## config.mk

```make
export PLATFORM = sky130hd
export DESIGN_NAME = led_grid_pattern_sequencer
export DESIGN_NICKNAME = d
export VERILOG_FILES = /design/src/design/lgps_pkg.sv /design/src/design/led_grid_pattern_sequencer.sv
export VERILOG_INCLUDE_DIRS = /design/src /design/src/design
export SDC_FILE = /design/constraint.sdc
export NUM_CORES = 2
export LEC_CHECK = 0
export BUFFER_PORTS_ARGS = -buffer_cell sky130_fd_sc_hd__buf_4
export CAP_MARGIN = 20
export CORE_UTILIZATION = 65
export DETAILED_ROUTE_END_ITERATION = 10
export GPL_TIMING_DRIVEN = 1
export PLACE_DENSITY = 0.93
export SYNTH_ARGS = -nofsm -noshare
export SYNTH_HDL_FRONTEND = slang
export SYNTH_SLANG_ARGS = --single-unit
```

## constraint.sdc

```tcl
create_clock -name clk -period 16.29 [get_ports clk]
set_input_delay 2.4435 -clock clk [delete_from_list [all_inputs] [get_ports clk]]
set_output_delay 2.4435 -clock clk [all_outputs]
set_load 0.02 [all_outputs]
```

## src/design/led_grid_pattern_sequencer_assert.svh

```systemverilog
// assertion macros for the led grid pattern sequencer
`ifndef LED_GRID_PATTERN_SEQUENCER_ASSERT_SVH
`define LED_GRID_PATTERN_SEQUENCER_ASSERT_SVH

// same-cycle implication, checked out of reset
`define LGPS_ASSERT_NOW(label, ante, cons) \
	label: assert property (@(posedge clk) disable iff (!arst_n) (ante) |-> (cons)) \
		else $error("lgps check failed");

// next-cycle implication, checked out of reset
`define LGPS_ASSERT_NEXT(label, ante, cons) \
	label: assert property (@(posedge clk) disable iff (!arst_n) (ante) |=> (cons)) \
		else $error("lgps check failed");

`endif

```

## src/design/lgps_pkg.sv

```systemverilog
package lgps_pkg;

	typedef struct packed {
		logic [1:0]  op;
		logic [11:0] pixel_index;
		logic [3:0]  slot;
		logic [5:0]  func_code;
		logic [15:0] pattern_param;
		logic [15:0] step_pause;
	} lgps_req_t;

	typedef struct packed {
		logic        lit;
		logic        write_enable;
		logic [11:0] target_address;
	} lgps_rsp_t;

	typedef struct packed {
		logic [5:0]  code;
		logic [15:0] param;
		logic [15:0] pause;
	} lgps_entry_t;

	typedef enum logic [3:0] {
		ST_IDLE = 4'b0001,
		ST_DIV  = 4'b0010,
		ST_MUL  = 4'b0100,
		ST_EVAL = 4'b1000
	} lgps_state_t;

	// signed width wide enough for step, pixel and parameter sums
	localparam int SW = 19;
	typedef logic signed [SW-1:0] lgps_sval_t;

	localparam int DIV_STEPS = 12;

	localparam logic [1:0] OP_QUERY = 2'd0;
	localparam logic [1:0] OP_TICK  = 2'd1;
	localparam logic [1:0] OP_LOAD  = 2'd2;

	localparam logic [2:0] CFG_PATTERN_ROWS  = 3'd0;
	localparam logic [2:0] CFG_PATTERN_COLS  = 3'd1;
	localparam logic [2:0] CFG_GRID_ROWS     = 3'd2;
	localparam logic [2:0] CFG_GRID_COLS     = 3'd3;
	localparam logic [2:0] CFG_ROW_OFFSET    = 3'd4;
	localparam logic [2:0] CFG_COL_OFFSET    = 3'd5;
	localparam logic [2:0] CFG_PATTERN_COUNT = 3'd6;
	localparam logic [2:0] CFG_ON_ONLY       = 3'd7;

	localparam logic [5:0] FN_OFF        = 6'd0;
	localparam logic [5:0] FN_RUN_FWD    = 6'd1;
	localparam logic [5:0] FN_RUN_BACK   = 6'd2;
	localparam logic [5:0] FN_FILL_BACK  = 6'd3;
	localparam logic [5:0] FN_FILL_FWD   = 6'd4;
	localparam logic [5:0] FN_RUN_BOTH   = 6'd5;
	localparam logic [5:0] FN_CHECKER    = 6'd6;
	localparam logic [5:0] FN_CHECKER_RC = 6'd7;
	localparam logic [5:0] FN_COL_FWD    = 6'd10;
	localparam logic [5:0] FN_COL_BACK   = 6'd11;
	localparam logic [5:0] FN_ROW_FWD    = 6'd12;
	localparam logic [5:0] FN_ROW_BACK   = 6'd13;
	localparam logic [5:0] FN_BOX_IN     = 6'd14;
	localparam logic [5:0] FN_BOX_OUT    = 6'd15;
	localparam logic [5:0] FN_DIAGONAL   = 6'd16;
	localparam logic [5:0] FN_BAR_RISE   = 6'd31;
	localparam logic [5:0] FN_BAR_FALL   = 6'd32;
	localparam logic [5:0] FN_BAR_TOP    = 6'd33;
	localparam logic [5:0] FN_BAR_FROM   = 6'd34;

	function automatic logic [6:0] dim_clamp(logic [6:0] v, logic [6:0] maxv);
		logic [6:0] res;
		res = v;
		if (v == 7'd0) begin
			res = 7'd1;
		end else if (v > maxv) begin
			res = maxv;
		end
		return res;
	endfunction

endpackage

```

## src/design/led_grid_pattern_sequencer.sv

```systemverilog
// a pixel query, once accepted, runs 12 restoring divider steps by pattern_cols (one
// quotient bit per cycle), then the multiply and evaluate states; tick and load go
// straight to evaluate; the result is registered when evaluate ends, which waits
// while rsp is held; no new request is taken until the sequencer is back in idle
// reset: arst_n clears control state and step state and sets config registers to defaults;
// the pattern table is not cleared and holds garbage until loaded
module led_grid_pattern_sequencer #(
	parameter int MAX_DIM     = 64,
	parameter int TABLE_DEPTH = 16
) (
	input  logic              clk,
	input  logic              arst_n,
	input  logic              cfg_we,
	input  logic [2:0]        cfg_index,
	input  logic [7:0]        cfg_wdata,
	input  logic              req_valid,
	output logic              req_ready,
	input  lgps_pkg::lgps_req_t req,
	output logic              rsp_valid,
	input  logic              rsp_ready,
	output lgps_pkg::lgps_rsp_t rsp
);
	import lgps_pkg::*;

	// table index width, at least one bit
	localparam int IW = (TABLE_DEPTH > 1) ? $clog2(TABLE_DEPTH) : 1;
	// dimension clamp, never beyond what a 7 bit register can hold
	localparam logic [6:0] DIM_MAX = (MAX_DIM > 127) ? 7'd127 : 7'(MAX_DIM);
	localparam logic [8:0] DEPTH_LIM = 9'(TABLE_DEPTH);

	// configuration registers
	logic [6:0]        rows_q, cols_q, grows_q, gcols_q;
	logic signed [7:0] roff_q, coff_q;
	logic [4:0]        count_q;
	logic              on_only_q;

	// step state
	logic [15:0]   timer_q, step_q;
	logic [IW-1:0] pidx_q;

	// pattern table, no reset
	lgps_entry_t table_q [TABLE_DEPTH];
	lgps_entry_t cur;

	// sequencer and datapath registers
	lgps_state_t state_q;
	logic [1:0]  op_q;
	logic [11:0] n_q;
	logic [11:0] quo_q;  // shifts the dividend out and the quotient in
	logic [6:0]  rem_q;
	logic [3:0]  dcnt_q;
	logic [23:0] st_q;   // step times target row
	logic [18:0] rc_q;   // row times cols
	logic [11:0] addr_q;
	logic        inside_q;
	lgps_rsp_t   rsp_q;
	logic        rsp_valid_q;

	logic [6:0]  dim_r, dim_c, dim_gr, dim_gc;
	logic [13:0] area;
	logic        acc;

	assign dim_r  = dim_clamp(rows_q, DIM_MAX);
	assign dim_c  = dim_clamp(cols_q, DIM_MAX);
	assign dim_gr = dim_clamp(grows_q, DIM_MAX);
	assign dim_gc = dim_clamp(gcols_q, DIM_MAX);
	assign area   = dim_r * dim_c;

	assign cur       = table_q[pidx_q];
	assign req_ready = (state_q == ST_IDLE);
	assign acc       = req_valid && req_ready;
	assign rsp_valid = rsp_valid_q;
	assign rsp       = rsp_q;

	// config write port, one register per enabled edge
	always_ff @(posedge clk or negedge arst_n) begin
		if (!arst_n) begin
			rows_q    <= 7'd8;
			cols_q    <= 7'd8;
			grows_q   <= 7'd8;
			gcols_q   <= 7'd8;
			roff_q    <= '0;
			coff_q    <= '0;
			count_q   <= 5'd1;
			on_only_q <= 1'b0;
		end else if (cfg_we) begin
			unique case (cfg_index)
				CFG_PATTERN_ROWS:  rows_q    <= cfg_wdata[6:0];
				CFG_PATTERN_COLS:  cols_q    <= cfg_wdata[6:0];
				CFG_GRID_ROWS:     grows_q   <= cfg_wdata[6:0];
				CFG_GRID_COLS:     gcols_q   <= cfg_wdata[6:0];
				CFG_ROW_OFFSET:    roff_q    <= cfg_wdata;
				CFG_COL_OFFSET:    coff_q    <= cfg_wdata;
				CFG_PATTERN_COUNT: count_q   <= cfg_wdata[4:0];
				CFG_ON_ONLY:       on_only_q <= cfg_wdata[0];
				default: ;
			endcase
		end
	end

	// table load, ignored for slots past the table
	logic [IW-1:0] slot_idx;
	assign slot_idx = IW'(req.slot);

	always_ff @(posedge clk) begin
		if (acc && req.op == OP_LOAD && 9'(req.slot) < DEPTH_LIM) begin
			table_q[slot_idx] <= '{code: req.func_code, param: req.pattern_param,
				pause: req.step_pause};
		end
	end

	// tick: timer, then step, then pattern, each wrapping
	logic [15:0] pause_eff;
	logic [16:0] step_len;
	logic [8:0]  cnt_eff;
	logic        timer_wrap, step_wrap, pidx_wrap;

	always_comb begin
		pause_eff = (cur.pause == 16'd0) ? 16'd1 : cur.pause;
		case (cur.code) inside
			[FN_RUN_FWD:FN_RUN_BOTH]:        step_len = 17'(area);
			FN_CHECKER, FN_CHECKER_RC:       step_len = 17'(cur.param);
			FN_COL_FWD, FN_COL_BACK, FN_BAR_RISE: step_len = 17'(dim_c);
			FN_ROW_FWD, FN_ROW_BACK:         step_len = 17'(dim_r);
			FN_BOX_IN, FN_BOX_OUT:           step_len = 17'(dim_c >> 1);
			FN_DIAGONAL:                     step_len = 17'(dim_r) + 17'(dim_c);
			[FN_BAR_FALL:FN_BAR_FROM]:       step_len = 17'(cur.param[15:8]);
			default:                         step_len = 17'd1;
		endcase
		if (count_q == 5'd0) begin
			cnt_eff = 9'd1;
		end else if (9'(count_q) > DEPTH_LIM) begin
			cnt_eff = DEPTH_LIM;
		end else begin
			cnt_eff = 9'(count_q);
		end
		timer_wrap = (17'(timer_q) + 17'd1) >= 17'(pause_eff);
		step_wrap  = (17'(step_q) + 17'd1) >= step_len;
		pidx_wrap  = (9'(pidx_q) + 9'd1) >= cnt_eff;
	end

	always_ff @(posedge clk or negedge arst_n) begin
		if (!arst_n) begin
			timer_q <= '0;
			step_q  <= '0;
			pidx_q  <= '0;
		end else if (acc && req.op == OP_TICK) begin
			if (timer_wrap) begin
				timer_q <= '0;
				if (step_wrap) begin
					step_q <= '0;
					pidx_q <= pidx_wrap ? '0 : pidx_q + IW'(1);
				end else begin
					step_q <= step_q + 16'd1;
				end
			end else begin
				timer_q <= timer_q + 16'd1;
			end
		end
	end

	// restoring divider step: pixel_index by pattern_cols
	logic [7:0] rem_sh;
	logic       rem_ge;
	assign rem_sh = {rem_q, quo_q[11]};
	assign rem_ge = rem_sh >= {1'b0, dim_c};

	// placement in the destination grid, from row and column
	logic signed [13:0] rr;
	logic signed [8:0]  cc;
	logic               inside_w;
	assign rr = $signed({2'b00, quo_q}) + 14'(roff_q);
	assign cc = $signed({2'b00, rem_q}) + 9'(coff_q);
	assign inside_w = (quo_q < 12'(dim_r)) && (rr >= 14'sd0) && (rr < $signed(14'(dim_gr)))
		&& (cc >= 9'sd0) && (cc < $signed(9'(dim_gc)));

	// pixel function of the current entry
	logic lit_w;
	always_comb begin
		lgps_sval_t ns, ss, ps, rs, cs, rd, cd, ts, lm1, hi, lo, rhi, rlo;
		logic       mb, a, b;
		logic [25:0] fill_lhs;
		ns  = lgps_sval_t'(n_q);
		ss  = lgps_sval_t'(step_q);
		ps  = lgps_sval_t'(cur.param);
		rs  = lgps_sval_t'(quo_q);
		cs  = lgps_sval_t'(rem_q);
		rd  = lgps_sval_t'(dim_r);
		cd  = lgps_sval_t'(dim_c);
		ts  = lgps_sval_t'(cur.param[15:8]);
		lm1 = lgps_sval_t'(area) - 19'sd1;
		mb  = (rem_q < 7'd8) && cur.param[rem_q[2:0]];
		a   = (ns >= ss) && (ns < ss + ps);
		b   = (ns <= lm1 - ss) && (ns + ps > lm1 - ss);
		hi  = '0;
		lo  = '0;
		rhi = '0;
		rlo = '0;
		// rounded fill row compare without a divide: r <= (2st+C)/(2C)
		fill_lhs = {1'b0, st_q, 1'b0} + 26'(dim_c);
		lit_w = 1'b0;
		case (cur.code)
			FN_RUN_FWD:    lit_w = a;
			FN_RUN_BACK:   lit_w = b;
			FN_FILL_BACK:  lit_w = ns >= lm1 - ss;
			FN_FILL_FWD:   lit_w = ns <= ss;
			FN_RUN_BOTH:   lit_w = a || b;
			FN_CHECKER:    lit_w = n_q[0] ^ step_q[0];
			FN_CHECKER_RC: lit_w = n_q[0] ^ quo_q[0] ^ step_q[0];
			FN_COL_FWD:    lit_w = ss == cs;
			FN_COL_BACK:   lit_w = ss == cd - 19'sd1 - cs;
			FN_ROW_FWD:    lit_w = ss == rs;
			FN_ROW_BACK:   lit_w = ss == rd - 19'sd1 - rs;
			FN_BOX_IN: begin
				hi  = cd - 19'sd1 - ss;
				rhi = rd - 19'sd1 - ss;
				lit_w = ((rs == ss || rs == rhi) && cs >= ss && cs <= hi)
					|| ((cs == ss || cs == hi) && rs >= ss && rs <= rhi);
			end
			FN_BOX_OUT: begin
				hi  = (cd >>> 1) + ss;
				lo  = cd - 19'sd1 - hi;
				rhi = (rd >>> 1) + ss;
				rlo = rd - 19'sd1 - rhi;
				lit_w = ((rs == rlo || rs == rhi) && cs >= lo && cs <= hi)
					|| ((cs == lo || cs == hi) && rs >= rlo && rs <= rhi);
			end
			FN_DIAGONAL: begin
				case (cur.param)
					16'd0:   lit_w = (ss >= rs) && (cs == ss - rs);
					16'd1:   lit_w = cs == cd - 19'sd1 - ss + rd - 19'sd1 - rs;
					16'd2:   lit_w = cs == cd - 19'sd1 - ss + rs;
					16'd3:   lit_w = cs == ss + rs - rd - 19'sd1;
					default: lit_w = 1'b0;
				endcase
			end
			FN_BAR_RISE: lit_w = mb && (fill_lhs >= {6'd0, rc_q, 1'b0});
			FN_BAR_FALL: lit_w = mb && (rs <= ts - ss - 19'sd1);
			FN_BAR_TOP:  lit_w = mb && (rs >= rd - ss - 19'sd1);
			FN_BAR_FROM: lit_w = mb && (rs >= ts + ss);
			default:     lit_w = 1'b0;
		endcase
	end

	// result of the item in evaluation; non-query requests give all zeros
	lgps_rsp_t rsp_w;
	always_comb begin
		rsp_w = '0;
		if (op_q == OP_QUERY) begin
			rsp_w.lit = lit_w;
			if (inside_q) begin
				rsp_w.write_enable   = lit_w || !on_only_q;
				rsp_w.target_address = addr_q;
			end
		end
	end

	logic rsp_free;
	assign rsp_free = !rsp_valid_q || rsp_ready;

	// sequencer: idle -> divide -> multiply -> evaluate for a query, idle -> evaluate otherwise
	always_ff @(posedge clk or negedge arst_n) begin
		if (!arst_n) begin
			state_q     <= ST_IDLE;
			rsp_valid_q <= 1'b0;
			dcnt_q      <= '0;
		end else begin
			// a new result replaces the one leaving in the same cycle
			if (state_q == ST_EVAL && rsp_free) begin
				rsp_valid_q <= 1'b1;
			end else if (rsp_ready) begin
				rsp_valid_q <= 1'b0;
			end
			unique case (state_q)
				ST_IDLE: begin
					if (acc) begin
						dcnt_q  <= '0;
						state_q <= (req.op == OP_QUERY) ? ST_DIV : ST_EVAL;
					end
				end
				ST_DIV: begin
					dcnt_q <= dcnt_q + 4'd1;
					if (dcnt_q == 4'(DIV_STEPS - 1)) begin
						state_q <= ST_MUL;
					end
				end
				ST_MUL: state_q <= ST_EVAL;
				ST_EVAL: begin
					if (rsp_free) begin
						state_q <= ST_IDLE;
					end
				end
				default: state_q <= ST_IDLE;
			endcase
		end
	end

	// datapath registers
	always_ff @(posedge clk) begin
		if (acc) begin
			op_q  <= req.op;
			n_q   <= req.pixel_index;
			quo_q <= req.pixel_index;
			rem_q <= '0;
		end
		if (state_q == ST_DIV) begin
			quo_q <= {quo_q[10:0], rem_ge};
			rem_q <= rem_ge ? 7'(rem_sh - {1'b0, dim_c}) : rem_sh[6:0];
		end
		if (state_q == ST_MUL) begin
			st_q     <= step_q * cur.param[15:8];
			rc_q     <= quo_q * dim_c;
			addr_q   <= 12'(rr[6:0] * dim_gc + 14'(cc[6:0]));
			inside_q <= inside_w;
		end
		if (state_q == ST_EVAL && rsp_free) begin
			rsp_q <= rsp_w;
		end
	end

	`include "led_grid_pattern_sequencer_assert.svh"

	// a taken request always moves the sequencer out of idle in the next cycle
	`LGPS_ASSERT_NEXT(a_busy_after_accept, acc, !req_ready)
	// the divider hands over to the multiply cycle only after its last step
	`LGPS_ASSERT_NEXT(a_div_to_mul, state_q == ST_DIV && dcnt_q != 4'(DIV_STEPS - 1), state_q == ST_DIV)
	// in on-only mode an unlit pixel is never written
	`LGPS_ASSERT_NOW(a_on_only, rsp_valid_q && on_only_q && rsp_q.write_enable, rsp_q.lit)

endmodule
```

==> out/summary.txt <==
FMAX: 0.0896 GHz
RSZ-0062 raised after global routing: false
Clk_lat worst skew: 0.70 ns
PostCTS Resize Cnt: 0
Most used cell, CP: inv_1
Area Overhead vs Synth: 8.70%
Slew Limit Fails: 0
# IOs: 88
Signal arrival time at the worst endpoint: 11.51 ns
CTS max path bufs: 3
Root buffer cell: clkbuf_16
Nets: 6832
Setup TNS: 0 ns
Post-synth ARST share: 0.118
Hold_buf cts: 0
Placed cell count: 7025
Largest stage delay, worst path: 0.93 ns
Fin cells: 7177
DRC Markers: 0
Final setup viols: 0
Htree depth: 3
CP top delay family: compound AO/OA/AOI/OAI gates
Layout cell share with drive strength beyond 1: 0.0979
Dominant cell type by area after synthesis: edfxtp_1
Largest net degree at the start of global routing: 98
Worst path bufs/invs: 5
Slowest-stage cell, CP: dfrtp_1
Avg Inst Size Synth: 10.9 sq um
Gr usage total: 0.432
Post-route ant nets: 0
Period minus WS final: 11.16 ns
Top area cells in the synthesized netlist: edfxtp_1, ha_1, fa_1
Flop2flop setup slack: 5.13 ns
Seq cells post-synth: 806
Vias per cell: 7.04
Number of global-route vias before repair: 49900
WL final: 212000 um
Drt pass-1 iters: 9
Chip Width: 311 um
Post-layout util: 0.718
Clock Sinks: 806
Post-synth top area share: 0.344
Sequential cell area fraction in the yosys report: 0.383
Post-Syn Instances: 5684
Number of CTS-inserted buffers: 80
CP Launch Type: flip-flop
Post-CTS Setup Bufs: 0
CTS clock-pin slew for the worst setup and hold paths: 0.06 ns
Tot Pwr: 9640 uW
Post-route clock period utilization: 0.685
Row Count: 112
Final hold vios: 0
Slew Limit Headroom: 0.160
Worst vdd ir: 202 uV
Initial antenna violation count: 8
Synth warn: 0
Worst-margin pin slew: 1.25 ns
Remaining Overflow, GRT: 0
Wire per inst: 29.6 um
Worst Path Required: 16.64 ns
Synth unique cells: 94
Iter 0 DRT Violations: 6748
Post-DP HPWL: 139000 um
TritonCTS clock tree: built
Mapped Area: 0.0620 sq mm
Port buffer count: 87
PD cells: 143 mW/mm^2
Critical Setup Path Class: reg2reg
Max-cap violations: 0
DR vias: 50500
Die area: 0.0966 sq mm
GPL Wtd Cong: 1.06
Status: complete, no violations
Hold Crit Class: reg2reg
Area of the core: 0.0939 sq mm
Fin Clk Skew: 0.0507 ns
Crit end category: flip-flop
First-pass GRT wire length: 310000 um
CP Max Fanout: 22
Ys flop type: edfxtp_1
Leakage power: 0.0274 uW
Die Y: 311 um
Post-synth EDFFs: 711
Initial Util: 0.660
==> worst paths after layout <==
check,endpoint,from,cells after the start
setup / recovery,rsp[12],cols_q[6],36
hold / removal,coff_q[4],coff_q[4],1
setup reg to reg,rsp[12],cols_q[6],36
hold reg to reg,coff_q[4],coff_q[4],1
max in group asynchronous,rows_q[6],arst_n,2
min in group asynchronous,state_q[1],arst_n,1
==> sequential cells by signal, indices dropped and copies added (netlist names), 2 cells and up <==
| name | count |
|---|---|
| timer_q | 16 |
| grows_q | 7 |
| roff_q | 8 |
| rows_q | 7 |
| cols_q | 7 |
| state_q | 4 |
| st_q | 24 |
| n_q | 12 |
| step_q | 16 |
| addr_q | 12 |
| gcols_q | 7 |
| pidx_q | 4 |
| table_q | 608 |
| rc_q | 19 |
| count_q | 5 |
| rsp | 14 |
| op_q | 2 |
| coff_q | 8 |
| dcnt_q | 4 |
| rem_q | 7 |
| quo_q | 12 |
==> power breakdown <==
part	leakage (uW)	internal (uW)	switching (uW)
registers	0.00755	2420	81.9
logic	0.0185	2080	3140
clock network	0.00128	1040	879
==> placed cells by master, fill, tap and decap left out, types with 35 or more instances in the layout <==
cell and count:
edfxtp_1 711, ha_1 682, inv_1 489, nand2_1 398
nor2_1 368, a21oi_1 311, o21ai_0 263, xnor2_1 258
fa_1 223, buf_4 205, nand3_1 122, xor2_1 115
mux4_2 113, mux2i_1 106, a21o_1 89, nor2b_1 88
nand2b_1 87, dfrtp_1 87, clkbuf_16 81, nor3_1 80
a221oi_1 71, o21a_1 70, nand4_1 61, mux2_2 55
and2_1 49, conb_1 47, o21bai_1 46, a211oi_1 44
and3_1 35
==> cell type report <==
| cell class | count | area (sq um) |
|---|---|---|
| Clock buffer | 102 | 2170 |
| Inverter | 500 | 1880 |
| Multi-Input combinational cell | 4259 | 36000 |
| Fill cell | 6081 | 26500 |
| Timing Repair Buffer | 208 | 1580 |
| Tap cell | 1254 | 1570 |
| Sequential cell | 806 | 23700 |
| Antenna cell | 6 | 15.0 |
| Clock inverter | 42 | 475 |
==> routing by layer <==
metal | share of wire | vias up | track usage
li1 | - | 21200 | -
met1 | 0.34 | 23900 | 0.517
met2 | 0.44 | 4127 | 0.660
met3 | 0.13 | 1272 | 0.119
met4 | 0.096 | 8 | 0.342
met5 | 0.00031 | - | 0.000494
==> synthesized netlist by cell type (89+ instances only) <==
cell	number
ha_1	682
mux2i_1	106
edfxtp_1	711
o21ai_0	263
a21o_1	89
nor2b_1	89
inv_1	489
nor2_1	380
xor2_1	115
nand3_1	122
a21oi_1	311
xnor2_1	258
fa_1	223
mux4_2	113
nand2_1	398
clkbuf_1	112
dfrtp_1	89
==> cells by family (layout without fill, tap and decap cells) <==
family                     count (synthesis)  after routing  synth area share
AOI/OAI and AO/OA                       1212           1212             0.129
xor gates and xnor gates                 373            373            0.0527
adders and majority gates                905            905             0.210
buffers and inverters                    664            852            0.0419
DFF                                      806            806             0.383
muxes                                    278            278            0.0699
other                                      2             53          0.000121
and+or+nand+nor                         1444           1444             0.113
==> through the flow <==
| stage | cell area, sq um | hold WS, ns | setup slack (ns) |
|---|---|---|---|
| floorplan | 62200 | 0.478 | 7.73 |
| global placement | 64700 | 0.491 | 5.64 |
| detailed placement | 64700 | 0.503 | 5.57 |
| CTS | 67400 | 0.517 | 5.44 |
| global route | 67400 | 0.538 | 4.61 |
| finish | 67400 | 0.518 | 5.13 |
Power figures use the tool's default switching activity.
